--- config.mk ---
export PLATFORM = sky130hd
export DESIGN_NAME = sru_ram
export DESIGN_NICKNAME = d
export VERILOG_FILES = /design/src/rtl/sru_ram.sv
export SDC_FILE = /design/constraint.sdc
export NUM_CORES = 2
export LEC_CHECK = 0
export ABC_CLOCK_PERIOD_IN_PS = 5600
export BUFFER_PORTS_ARGS = -buffer_cell sky130_fd_sc_hd__buf_2
export CORE_ASPECT_RATIO = 1.25
export CORE_MARGIN = 2
export CORE_UTILIZATION = 55
export DETAILED_ROUTE_END_ITERATION = 8
export GPL_TIMING_DRIVEN = 0
export HOLD_SLACK_MARGIN = 0.1
export PLACE_DENSITY = 0.71
export SETUP_SLACK_MARGIN = 0.5
export SLEW_MARGIN = 10
export SYNTH_ARGS = -nofsm -noshare
export SYNTH_HDL_FRONTEND = slang
export SYNTH_SLANG_ARGS = --single-unit
export TNS_END_PERCENT = 50
--- constraint.sdc ---
create_clock -name clk -period 5.6 [get_ports clk]
set_clock_uncertainty 0.05 [all_clocks]
set_input_delay 0.56 -clock clk [delete_from_list [all_inputs] [get_ports clk]]
set_output_delay 0.56 -clock clk [all_outputs]
set_load 0.05 [all_outputs]
--- src/rtl/sru_ram.sv ---
// ----------------------------------------------------------------------------
// sru_ram
// generic single-port-write, registered-read ram
// ----------------------------------------------------------------------------
`timescale 1ns / 1ps
`default_nettype none

module sru_ram #(
	parameter int WIDTH = 48,
	parameter int DEPTH = 64,
	localparam int AW = (DEPTH > 1) ? $clog2(DEPTH) : 1
) (
	input  wire logic             clk,
	input  wire logic             we,
	input  wire logic [AW-1:0]    waddr,
	input  wire logic [WIDTH-1:0] wdata,
	input  wire logic             re,
	input  wire logic [AW-1:0]    raddr,
	output logic      [WIDTH-1:0] rdata
);

	logic [WIDTH-1:0] mem [DEPTH];

	always_ff @(posedge clk) begin
		if (we) begin
			mem[waddr] <= wdata;
		end
		if (re) begin
			rdata <= mem[raddr];
		end
	end

endmodule

`default_nettype wire

Word level (Yosys, flattened, before mapping)
Memory sizes are Yosys's and may differ from the RTL's. A register that Yosys moved wholly into a read port is not among the register bits. Cells that the tools add are included.

Output and inout port bits: 48. Memories: 1. Memory bits (writable): 3072. Register bits: 0. Input port bits: 63.

Multiplexer cells: 2.

Memory list: mem (depth 64, width 48, rd ports 1, clocked after Yosys merged registers in 1, wr ports 1, line 22) `logic [WIDTH-1:0] mem [DEPTH];`.

Operator list (count): $mux W1 (2).

Longest topological paths before layout
Depth after elaboration: 2. Mapped depth: 9. Gate-level depth less buffers: 5.

Least setup slack after synthesis
Ideal clock, no wire load.

Path type: input -> register. Start: input port waddr[3]. End: memory mem[48][0] (enable). Data required time: 5.037 ns. Setup slack: 0.705 ns. Cell stages on the path: 4. Setup time: 0.513 ns. Arrival time: 4.332 ns. Path through: clkbuf_1 -> nor2b_1 -> nand4b_1 -> nor3_1.

RTL lines: from (decl) (line 15) `input wire logic [AW-1:0] waddr,`; to (decl) (line 22).

No word-level cell before the write port.

==> implementation parameters <==
Parameter                              Value

Die
  Starting Density    0.554
  IO Pins    approximately 110
  Die extent in x    around 420 µm
  Chip Height    between 500 and 600 µm
  Core Region    approximately 210,000 µm²
  Die Outline Area    ~220,000 µm²
  Site row count    189

Power and ir drop
  Leakage power    around 42 nW
  Power density over cell area    between 300 and 400 nW/µm²
  Worst IR Drop VDD    ~0.00024 V

Synth
  Cell variety after synth    35
  Cell taking the most area after synthesis    edfxtp_1
  Gate count of the mapped netlist    roughly 5,000
  Post-synth EDFFs    between 3,000 and 4,000
  Yosys top cell area share    0.797
  Flip-flop and latch count after synthesis    3,120
  Async set-or-reset flop fraction in the synthesized netlist    0
  Area contributors post-synth    edfxtp_1 (80%), mux4_2 (14%), o22ai_1 (0.65%)
  Most frequently used cell type in the post-synthesis netlist    edfxtp_1
  Summed instance area of the synthesized netlist    118,000 µm²
  Top flip-flop cell by instance count after synthesis    edfxtp_1
  Net count after synthesis    between 5,000 and 6,000
  Count of synthesis-stage warnings from yosys    0
  Ranking of synthesized cells by instance count    edfxtp_1 (3,120), mux4_2 (754), nor2_1 (132), o22ai_1 (122)
  Per-instance average area after synthesis    approximately 24 µm²
  Register area share after synthesis    0.797

STA
  Maximum clock frequency    about 240 MHz
  Transition at the pin with the smallest max-transition slack    approximately 1.3 ns
  Post-layout minimum cycle time    roughly 4.2 ns
  Number of failing setup endpoints in the final timing report    0
  Relative slew slack    0.106
  Final hold vios    0
  Setup tns final    0 ns
  Final-report max-slew violation count    0
  WHS    0.128 ns
  Period Utilization, post-route    0.756
  RSZ-0062 raised after global routing    no

Clock tree
  H-tree depth    5
  Buffer depth of the longest clock path    4
  Clock net sink count    between 3,000 and 4,000
  Clock-pin transition on the worst setup and hold timing paths    roughly 0.060 ns
  Post-CTS Repair Setup Buffers    0
  Clock buffer count from CTS    294
  Clock tree from TritonCTS    built
  Clock root cell    clkbuf_16
  Clock insertion delay at the later pin of the skew report    between 0.8 and 0.9 ns

Worst setup path
  Worst Reg2Reg Path Length in Cells    5
  Top fanout value on the critical path    10
  Worst-case register-to-register setup slack    2.70 ns
  CP Class    in -> reg
  Launching element type of the critical path    input port
  Crit path required time    6.05 ns
  Worst reg2reg startpoint    mem[40][45]$_DFFE_PP_
  Arrival time at the worst endpoint    approximately 4.7 ns
  Endpoint class of the critical path    flop
  End of the worst register-to-register path    rdata[45]$_DFFE_PP_

Routing
  Final Routed Wirelength    335 mm
  Via Count    about 59,000
  Remaining number of nets flagged by the antenna check after routing    0
  Number of DRC violations after detailed routing    0
  Number of violations reported at the end of detailed-routing iteration 0    10,200
  Wire length per cell    a little under 40 µm
  Number of detailed-route iterations in the first pass    6
  Via density    approximately 7

Worst hold path
  Worst min-delay path startpoint    wdata[0]
  Hold endpoint    mem[32][0]$_DFFE_PP_
  Hold path depth    1
  Path type of the worst min-delay path    in -> reg

Cells and area
  Layout net count    approximately 5,600
  Fraction of layout instances using a drive strength above 1    0.288
  Area Growth Syn to Fin    14.2%
  Final cell count without fillers    about 8,500

Run status
  Result of the run    completed

Placement
  Detailed Place HPWL    between 200 and 250 mm
  Number of cells after detailed placement    roughly 8,000
  GP Congestion    ~0.87
  I/O Buffers    around 100

Global route
  Number of antenna violations at the first check in global routing    25
  Vias in the first global route    just under 60,000
  Overall routing resource usage    0.308
  Maximum number of pins on one net before global-route repair    65
  Total gr overflow    0
  First-pass GRT wire length    approximately 460 mm

Job
  Number of max-cap violations    0
[worst max-delay path by stage]
stage	start	endpoint	cells after the start	slack, ns
finish	raddr[1]	rdata[22]$_DFFE_PP_	9	1.37
global route	raddr[1]	rdata[22]$_DFFE_PP_	9	1.52
CTS	raddr[1]	rdata[6]$_DFFE_PP_	9	1.70
detailed placement	raddr[1]	rdata[6]$_DFFE_PP_	9	0.82
global placement	waddr[3]	mem[48][5]$_DFFE_PP_	4	-4.28
floorplan	waddr[3]	mem[48][0]$_DFFE_PP_	4	0.71
[metal layers]
| metal | track usage | share of wire |
|---|---|---|
| met4 | 0.164 | 0.062 |
| met2 | 0.496 | 0.49 |
| met3 | 0.0662 | 0.11 |
| met1 | 0.398 | 0.34 |
| met5 | 0 | 0.00040 |
[critical path: stages]
cell      delay, ns
buf_2          0.22
buf_4          0.35
buf_4          0.38
buf_2          0.44
nand3b_1       0.91
o221ai_1       0.50
a21oi_1        0.18
a21oi_1        0.87
a221oi_1       0.22
[registers in the layout, summed over array words and instances (netlist names)]
register / cells
rdata: 48
mem: 3072
[repair_timing]
action                    4_1_cts  5_1_grt
hold endpoints to repair       22        0
gates resized for setup         0        0
hold buffers                    1        0
[final cells by class]
cell class,instances,area [µm²]
antenna,12,30.0
buffer,282,1500
clock buffer,362,7800
clock inverter,155,1300
fill,13500,78000
multi-input combinational,1568,22900
sequential,3120,93700
tap,2769,3460
timing repair buffer,257,3670
[kinds of logic after synthesis]
group / Yosys count / share of synthesized area
muxes: 829 / 0.151
DFF: 3120 / 0.797
buffers and inverters: 282 / 0.0127
AOI/OAI and AO/OA: 486 / 0.0301
and+or+nand+nor: 253 / 0.00953
[cells in the final DEF (no fill, tap or decap), drive strengths merged, types with 2 or more instances in the layout]
| master | instances |
|---|---|
| nor3 | 3 |
| inv | 12 |
| a221oi | 83 |
| bufinv | 21 |
| and2 | 3 |
| a311oi | 11 |
| clkbuf | 461 |
| o221ai | 28 |
| nand3 | 7 |
| nand2 | 55 |
| nor2 | 132 |
| buf | 439 |
| or2 | 3 |
| nor2b | 24 |
| or3 | 3 |
| a31o | 5 |
| a21oi | 74 |
| edfxtp | 3120 |
| nand2b | 10 |
| a22o | 57 |
| nand3b | 5 |
| clkinvlp | 3 |
| a211oi | 32 |
| clkinv | 119 |
| mux2 | 12 |
| diode | 12 |
| o22ai | 122 |
| mux4 | 754 |
| mux2i | 63 |
| a22oi | 72 |
| nand4 | 2 |
| or3b | 4 |
[through the flow]
stage | cell area (µm²) | total power (W) | setup WS [ns] | util
floorplan | 118000 | 0.0278 | 0.705 | -
global placement | 122000 | 0.0290 | -4.28 | 0.572
detailed placement | 125000 | 0.0291 | 0.821 | 0.589
CTS | 134000 | 0.0480 | 1.70 | 0.632
global route | 134000 | 0.0490 | 1.52 | 0.633
finish | 134000 | 0.0480 | 1.37 | 0.633
[where the power goes]
group          leakage, nW  switching [W]  total (W)  internal (W)
clock                 4.45        0.00848     0.0194        0.0109
combinational         9.21        0.00186    0.00269      0.000838
sequential            28.1      0.0000452     0.0260        0.0259
No activity file was read; power rests on OpenSTA's default activity.
