$ cat src/rtl/sru_pkg.sv
// ----------------------------------------------------------------------------
// sru_pkg
// shared types and constants of the scaler record unwrap and rate block
// ----------------------------------------------------------------------------
`timescale 1ns / 1ps
`default_nettype none

package sru_pkg;

	localparam int DEF_MAX_CHANNELS  = 64;
	localparam int DEF_WRAP_BITS     = 24;
	localparam int DEF_EXTENDED_BITS = 48;

	localparam logic [31:0] SCALER_TYPE        = 32'd21;
	localparam int          COUNT_WORD         = 8;
	localparam int          FIRST_COUNTER_WORD = 9;
	localparam logic [31:0] TPS_RESET          = 32'd100000000;

	localparam int          RATE_W   = 40;
	localparam logic [RATE_W-1:0] RATE_MAX = '1;

	typedef struct packed {
		logic [31:0] word;
		logic        record_start;
		logic [63:0] timestamp;
	} in_item_t;

	typedef struct packed {
		logic [5:0]        channel;
		logic [47:0]       extended_count;
		logic [RATE_W-1:0] rate;
		logic              rate_valid;
		logic              last_of_record;
	} out_item_t;

	typedef struct packed {
		logic        start;
		logic [63:0] delta;
		logic [31:0] tps;
		logic [63:0] dt;
	} rate_req_t;

	typedef struct packed {
		logic              done;
		logic [RATE_W-1:0] rate;
	} rate_rsp_t;

endpackage

`default_nettype wire

$ cat src/rtl/sru_rate_div.sv
// ----------------------------------------------------------------------------
// sru_rate_div
// rate = floor(delta * tps / dt), saturating; one 32x32 multiplier used twice,
// then a restoring divider, one quotient bit per cycle
// ----------------------------------------------------------------------------
`timescale 1ns / 1ps
`default_nettype none

module sru_rate_div
	import sru_pkg::*;
(
	input  wire logic      clk,
	input  wire logic      arst_n,
	input  wire rate_req_t req,
	output rate_rsp_t      rsp
);

	typedef enum logic [6:0] {
		R_IDLE   = 7'b0000001,
		R_MUL_LO = 7'b0000010,
		R_MUL_HI = 7'b0000100,
		R_SUM    = 7'b0001000,
		R_CHECK  = 7'b0010000,
		R_DIV    = 7'b0100000,
		R_FIN    = 7'b1000000
	} rstate_t;

	rstate_t     state_q;
	logic [63:0] delta_q;
	logic [31:0] tps_q;
	logic [63:0] dt_q;
	logic [63:0] p_lo_q;
	logic [63:0] p_hi_q;
	logic [63:0] lo_q;
	logic [63:0] hi_q;
	logic [63:0] r_q;
	logic [63:0] quo_q;
	logic [5:0]  cnt_q;
	logic        sat_q;

	logic [31:0] mul_a;
	logic [63:0] prod;
	logic [64:0] lo_sum;
	logic [64:0] rem_sh;
	logic [64:0] rem_sub;
	logic        take;

	assign mul_a  = (state_q == R_MUL_HI) ? delta_q[63:32] : delta_q[31:0];
	assign prod   = mul_a * tps_q;
	assign lo_sum = {1'b0, p_lo_q} + {1'b0, p_hi_q[31:0], 32'b0};

	// remainder shifted with the next dividend bit; its top bit forces a subtract
	assign rem_sh  = {r_q, lo_q[63]};
	assign rem_sub = rem_sh - {1'b0, dt_q};
	assign take    = (rem_sh >= {1'b0, dt_q});

	always_ff @(posedge clk or negedge arst_n) begin
		if (!arst_n) begin
			state_q <= R_IDLE;
		end else begin
			case (state_q)
				R_IDLE:   if (req.start) state_q <= R_MUL_LO;
				R_MUL_LO: state_q <= R_MUL_HI;
				R_MUL_HI: state_q <= R_SUM;
				R_SUM:    state_q <= R_CHECK;
				R_CHECK:  state_q <= (hi_q >= dt_q) ? R_FIN : R_DIV;
				R_DIV:    if (cnt_q == '0) state_q <= R_FIN;
				R_FIN:    state_q <= R_IDLE;
				default:  state_q <= R_IDLE;
			endcase
		end
	end

	always_ff @(posedge clk) begin
		case (state_q)
			R_IDLE: begin
				delta_q <= req.delta;
				tps_q   <= req.tps;
				dt_q    <= req.dt;
			end
			R_MUL_LO: p_lo_q <= prod;
			R_MUL_HI: p_hi_q <= prod;
			R_SUM: begin
				lo_q <= lo_sum[63:0];
				hi_q <= {32'b0, p_hi_q[63:32]} + {63'b0, lo_sum[64]};
			end
			R_CHECK: begin
				sat_q <= (hi_q >= dt_q);
				r_q   <= hi_q;
				quo_q <= '0;
				cnt_q <= '1;
			end
			R_DIV: begin
				r_q   <= take ? rem_sub[63:0] : rem_sh[63:0];
				lo_q  <= {lo_q[62:0], 1'b0};
				quo_q <= {quo_q[62:0], take};
				cnt_q <= cnt_q - 6'd1;
			end
			default: ;
		endcase
	end

	assign rsp.done = (state_q == R_FIN);
	assign rsp.rate = (sat_q || (|quo_q[63:RATE_W])) ? RATE_MAX : quo_q[RATE_W-1:0];

endmodule

`default_nettype wire

$ cat config.mk
export PLATFORM = sky130hd
export DESIGN_NAME = sru_rate_div
export DESIGN_NICKNAME = d
export VERILOG_FILES = /design/src/rtl/sru_pkg.sv /design/src/rtl/sru_rate_div.sv
export SDC_FILE = /design/constraint.sdc
export NUM_CORES = 2
export LEC_CHECK = 0
export ABC_AREA = 0
export BUFFER_PORTS_ARGS = -buffer_cell sky130_fd_sc_hd__buf_2
export CAP_MARGIN = 20
export CORE_MARGIN = 1.5
export CORE_UTILIZATION = 45
export CTS_BUF_LIST = sky130_fd_sc_hd__clkbuf_2
export DETAILED_ROUTE_END_ITERATION = 8
export GPL_TIMING_DRIVEN = 0
export PLACE_DENSITY_LB_ADDON = 0.05
export SYNTH_ARGS = -nofsm -noshare
export SYNTH_HDL_FRONTEND = slang
export SYNTH_SLANG_ARGS = --single-unit
$ cat constraint.sdc
create_clock -name clk -period 17.9 [get_ports clk]
set_input_delay 5.37 -clock clk [delete_from_list [all_inputs] [get_ports clk]]
set_output_delay 5.37 -clock clk [all_outputs]
set_load 0.005 [all_outputs]
Yosys cells after proc, flatten, opt, wreduce, memory -nomap -nowiden
Index checks and enable logic that the tools add are counted.
Widths: inputs -> output; s select.
- logic and storage cells: 45
- flip-flop bits (word level): 558
- output and inout bits: 41
- bits of input ports: 163
- eq/ne operators: 9
- muxes and demuxes: 11
- $mul: 1
- reductions and logical operators: 6
- magnitude comparators: 2
- add/subtract/negate cells: 4
- operators with widths (kind ; count):
    $pmux 64 s2 ; 3
    $add 64x64->65 ; 1
    $ge 65x64->1 ; 1
    $ge 64x64->1 ; 1
    $mul 32x32->64 ; 1
    $mux 64 ; 1
    $sub 64x64->64 ; 1
    $pmux 7 s6 ; 1
    $mux 40 ; 1
    $add 32x1->33 ; 1
    $mux 32 ; 1
    $reduce_or 24->1 ; 1
    $mux 7 ; 3
    $pmux 6 s2 ; 1
    $eq 7x1->1 const B ; 1
    $eq 7x2->1 const B ; 1
    $eq 7x3->1 const B ; 1
    $eq 7x4->1 const B ; 1
    $eq 7x5->1 const B ; 1
    $eq 7x6->1 const B ; 1
    $eq 7x7->1 const B ; 1
    $logic_not 6->1 ; 1
    $sub 6x1->6 const B ; 1
    $ne 2x2->1 const B ; 2
    3 further kinds ; 4

Logic depth before layout (Yosys ltp)
- depth after elaboration: 3
- gate-level depth with buffers: 35
- mapped depth without buffers: 33

Worst setup path after synthesis
OpenSTA, ideal clock, no wires.
- kind: register -> register
- start point: register state_q[4]
- end point: register p_hi_q[61], data pin
- buffers on the path: 2
- arrival: 9550 ps
- setup slack: 8071 ps
- cell stages (with the launch flop): 32
- required time: 17621 ps
- setup time: 279 ps
- period minus slack after synthesis: 9829 ps
- cells stage by stage: dfrtp_1 -> nor3_1 -> nand2_1 -> nor3b_1 -> buf_2 -> mux2_2 -> clkbuf_1 -> and2_1 -> fa_1 -> inv_1 -> fa_1 -> fa_1 -> fa_1 -> inv_1 -> fa_1 -> inv_1 -> fa_1 -> inv_1 -> fa_1 -> fa_1 -> ha_1 -> nand2_1 -> o21ai_1 -> o22ai_1 -> a21oi_1 -> a221o_2 -> a221o_1 -> a21oi_2 -> o41ai_2 -> a31oi_1 -> o41ai_1 -> xor2_1
- word-level cells in the longest chain between the ends: 3
- ends and longest elaborated chain (element ; RTL line ; source):
    from (decl) ; sru_rate_div.sv:28 ; rstate_t state_q;
    from (signal assigned) ; sru_rate_div.sv:66 ; R_CHECK: state_q <= (hi_q >= dt_q) ? R_FIN : R_DIV;
    $eq 7x3->1 ; sru_rate_div.sv:48 ; assign mul_a = (state_q == R_MUL_HI) ? delta_q[63:32] : delta_q[31:0];
    $mux 32 ; sru_rate_div.sv:48 ;
    $mul 32x32->64 ; sru_rate_div.sv:49 ; assign prod = mul_a * tps_q;
    via prod[61] ; sru_rate_div.sv:42 ; logic [63:0] prod;
    to (signal assigned) ; sru_rate_div.sv:82 ; R_MUL_HI: p_hi_q <= prod;
    to (decl) ; sru_rate_div.sv:33 ; logic [63:0] p_hi_q;
The timed path passes the listed nets, and every way through them passes these cells.
A chain may end at the register's enable or synchronous reset.

Worst setup path in the final report
Ends and elaborated chain as after synthesis.

==> flow_summary_export.csv <==
group,metric,value,unit
logic_synthesis,synth.top_cell.area_share,30.20,%
timing,setup_viol,0,
logic_synthesis,synth_edf_count,520,
clocking,clock_latency,1.48,ns
clocking,clk_root_buffer_cell,"clkbuf_2",
logic_synthesis,yosys-top-cells-area,"fa_1, edfxtp_1, ha_1",
logic_synthesis,yosysTopAreaCell,"fa_1",
clocking,postCtsSetupBuffers,0,
place,routabilityCongestion,0.9516,
logic_synthesis,synthesis.nets,7294,
die,initial_utilization,45.34,%
min_path,hold_class,"reg -> reg",
clocking,numCtsBuffers,145,
timing,hold_viol,0,
timing,rsz0062_at_grt,"no",
grt,grt_pass1_wl,294400,um
die,core_area,131300,um^2
clocking,clk_pin_slew,0.10,ns
clocking,clock_sinks,527,
worst_setup_path,cp_data_arrival_time,13.30,ns
detailed_routing,routed_wl,199400,um
logic_synthesis,synth_cells,5837,
logic_synthesis,ys.flop_type,"edfxtp_1",
grt,antenna_found_initial,15,
worst_setup_path,cp-start-kind,"register",
logic_synthesis,yosysUniqueCellTypes,98,
worst_setup_path,end_kind,"register",
detailed_routing,viasPerCell,5.393,
place,hpwl,162300,um
timing,skew,0.1945,ns
die,dieArea,134500,um^2
detailed_routing,wl_per_cell,24.67,um
worst_setup_path,critical_path_class,"reg -> reg",
place,numPlacedInstances,7810,
detailed_routing,num_vias,43590,
logic_synthesis,ys_seq_elements,527,
job,maxCapViolations,0,
worst_setup_path,crit_fanout,10,
run_status,status,"finished, final reports clean",
worst_setup_path,critPathMaxStageDelay,0.86,ns
grt,grt_pass1_vias,45280,
worst_setup_path,required,18.92,ns
cells_and_area,area_delta_synth_final,8.234,%
logic_synthesis,synth_common_cells,"inv_1, fa_1, nand2_1",
logic_synthesis,muxShareOfSynthArea,0.6410,%
logic_synthesis,synth-simple-area-share,15.93,%
timing,relSlewSlack,17.74,%
die,rows,133,
grt,grtUsageTotal,29.97,%
grt,grt_max_degree,107,
detailed_routing,drc,0,
timing,period_needed,12.28,ns
cells_and_area,instances_no_fill,8083,
logic_synthesis,yosysMostFrequentCell,"inv_1",
worst_setup_path,cp_slowest_cell,"clkbuf_1",
timing,fmax,81.42,MHz
detailed_routing,postRouteAntennaNets,0,
cells_and_area,drive_gt1_share,9.197,%
timing,fin_tns_setup,0,ns
detailed_routing,drt_iter0_drc,3480,
clocking,cts_tree,"done",
logic_synthesis,ys_seq_area_share,26.53,%
grt,gr-total-overflow,0,
logic_synthesis,synth_top_family_by_area,"adder cells",
die,dieWidth,366.7,um
timing,finalMaxSlewViolations,0,
worst_setup_path,cp_common_cell,"fa_1",
die,boundaryPins,204,
logic_synthesis,ys_warn_count,0,
timing,fin_crit_sh,68.61,%
logic_synthesis,netlist_area,59530,um^2
clocking,cts_resized,0,
die,die_h,366.7,um
cells_and_area,fin_util,49.08,%
logic_synthesis,synth_compound_area_share,7.762,%
logic_synthesis,avgSynthCellArea,10.20,um^2
logic_synthesis,synthArstFlopShare,1.328,%
timing,worst_slew_pin_slew,1.234,ns
logic_synthesis,yosys.area_share.xor_xnor,2.619,%
clocking,clk_path_buf_depth,3,
clocking,holdBufCountCts,0,
detailed_routing,first_pass_iters,5,
cells_and_area,nNetsFinal,7660,
clocking,h-tree-depth,4,
logic_synthesis,synth-adder-area-share,38.52,%
place,io_buffers,203,
==> cells in the final DEF, fill, tap and decap left out, drive strengths merged, types with 11 or more instances in the layout <==
master  Yosys  final
and3       24     24
o21a       17     17
clkinv      0     49
clkbuf    272    470
nand2b     26     26
and2      665    665
nand2     715    715
nand3      47     47
nor3       46     46
a211oi     58     58
a21oi     222    222
o21bai     22     22
a31oi      27     27
or2        15     15
inv       954    963
nor2b      21     21
o22ai      29     29
diode       0     11
xor2       69     69
buf        24    243
nor2      169    169
o21ai     108    108
nand4      47     47
nor4       17     17
a311oi     12     12
edfxtp    520    520
a21o       96     96
mux2       33     33
o211ai     13     13
xnor2     109    109
or3        50     50
fa        898    898
ha        396    396
==> worst max-delay path: cells and delay by family, from the launching register on <==
family / cells / cell delay [ns]
xor+xnor: 1 / 0.54
buf+inv: 7 / 1.90
simple gates: 5 / 1.39
compound gates: 9 / 2.75
flops: 1 / 0.43
fa+ha+maj: 9 / 4.35
mux: 1 / 0.52
==> path summary, 6_finish.rpt <==
path / slack, ns / cells past startpoint / end / start
worst max-delay path: 5.62 / 32 / p_hi_q[61] / state_q[4]
worst min-delay path: 0.45 / 2 / lo_q[29] / p_lo_q[29]
worst max register to register: 5.62 / 32 / p_hi_q[61] / state_q[4]
worst min register to register: 0.45 / 2 / lo_q[29] / p_lo_q[29]
max in group asynchronous: 13.84 / 1 / state_q[0] / arst_n
min in group asynchronous: 3.80 / 1 / state_q[4] / arst_n
==> cell families (layout without fill, tap and decap cells) <==
group                    count (synthesis)  after routing
AND/OR/NAND/NOR                       1871           1871
other                                    0             11
adder cells (fa/ha/maj)               1294           1294
buffers and inverters                 1251           1731
AO/OA/AOI/OAI                          682            682
XOR/XNOR                               178            178
multiplexers                            34             34
flip-flops                             527            527
==> metrics by stage <==
step                      setup slack [ns]  hold slack (ns)  area (um^2)
after global placement               3.005           0.4911        62750
after floorplan                      8.071           0.4774        59530
after global routing                 5.461           0.4545        64420
after CTS                            5.780           0.4276        64390
after detailed placement             5.924           0.4937        63010
final                                5.618           0.4494        64440
==> routing by layer <==
layer,track usage [%],up-vias,routed length (um)
met5,0,-,51
met3,6.645,372,16520
met2,48.34,1707,91870
met1,39.20,21980,82460
li1,-,19530,-
met4,12.00,8,8522
==> registers in the layout, indices dropped and copies added, names as in the netlist <==
| register | cells |
|---|---|
| p_lo_q | 64 |
| dt_q | 64 |
| tps_q | 32 |
| r_q | 64 |
| state_q | 7 |
| cnt_q | 6 |
| lo_q | 64 |
| sat_q | 1 |
| delta_q | 64 |
| hi_q | 33 |
| quo_q | 64 |
| p_hi_q | 64 |
==> final cells by class <==
type | instances | area, um^2
well taps | 1755 | 2196
flip-flops and latches | 527 | 15790
diodes | 11 | 27.53
clock inverters | 63 | 391.6
clock buffers | 198 | 991.0
fillers | 12570 | 66860
inverters | 954 | 3588
repair buffers | 219 | 1265
plain buffers | 297 | 1187
multi-input cells | 4059 | 39000
Power is not shown: default switching activity piles up to over one toggle a cycle in this logic, so the estimate is an artifact.
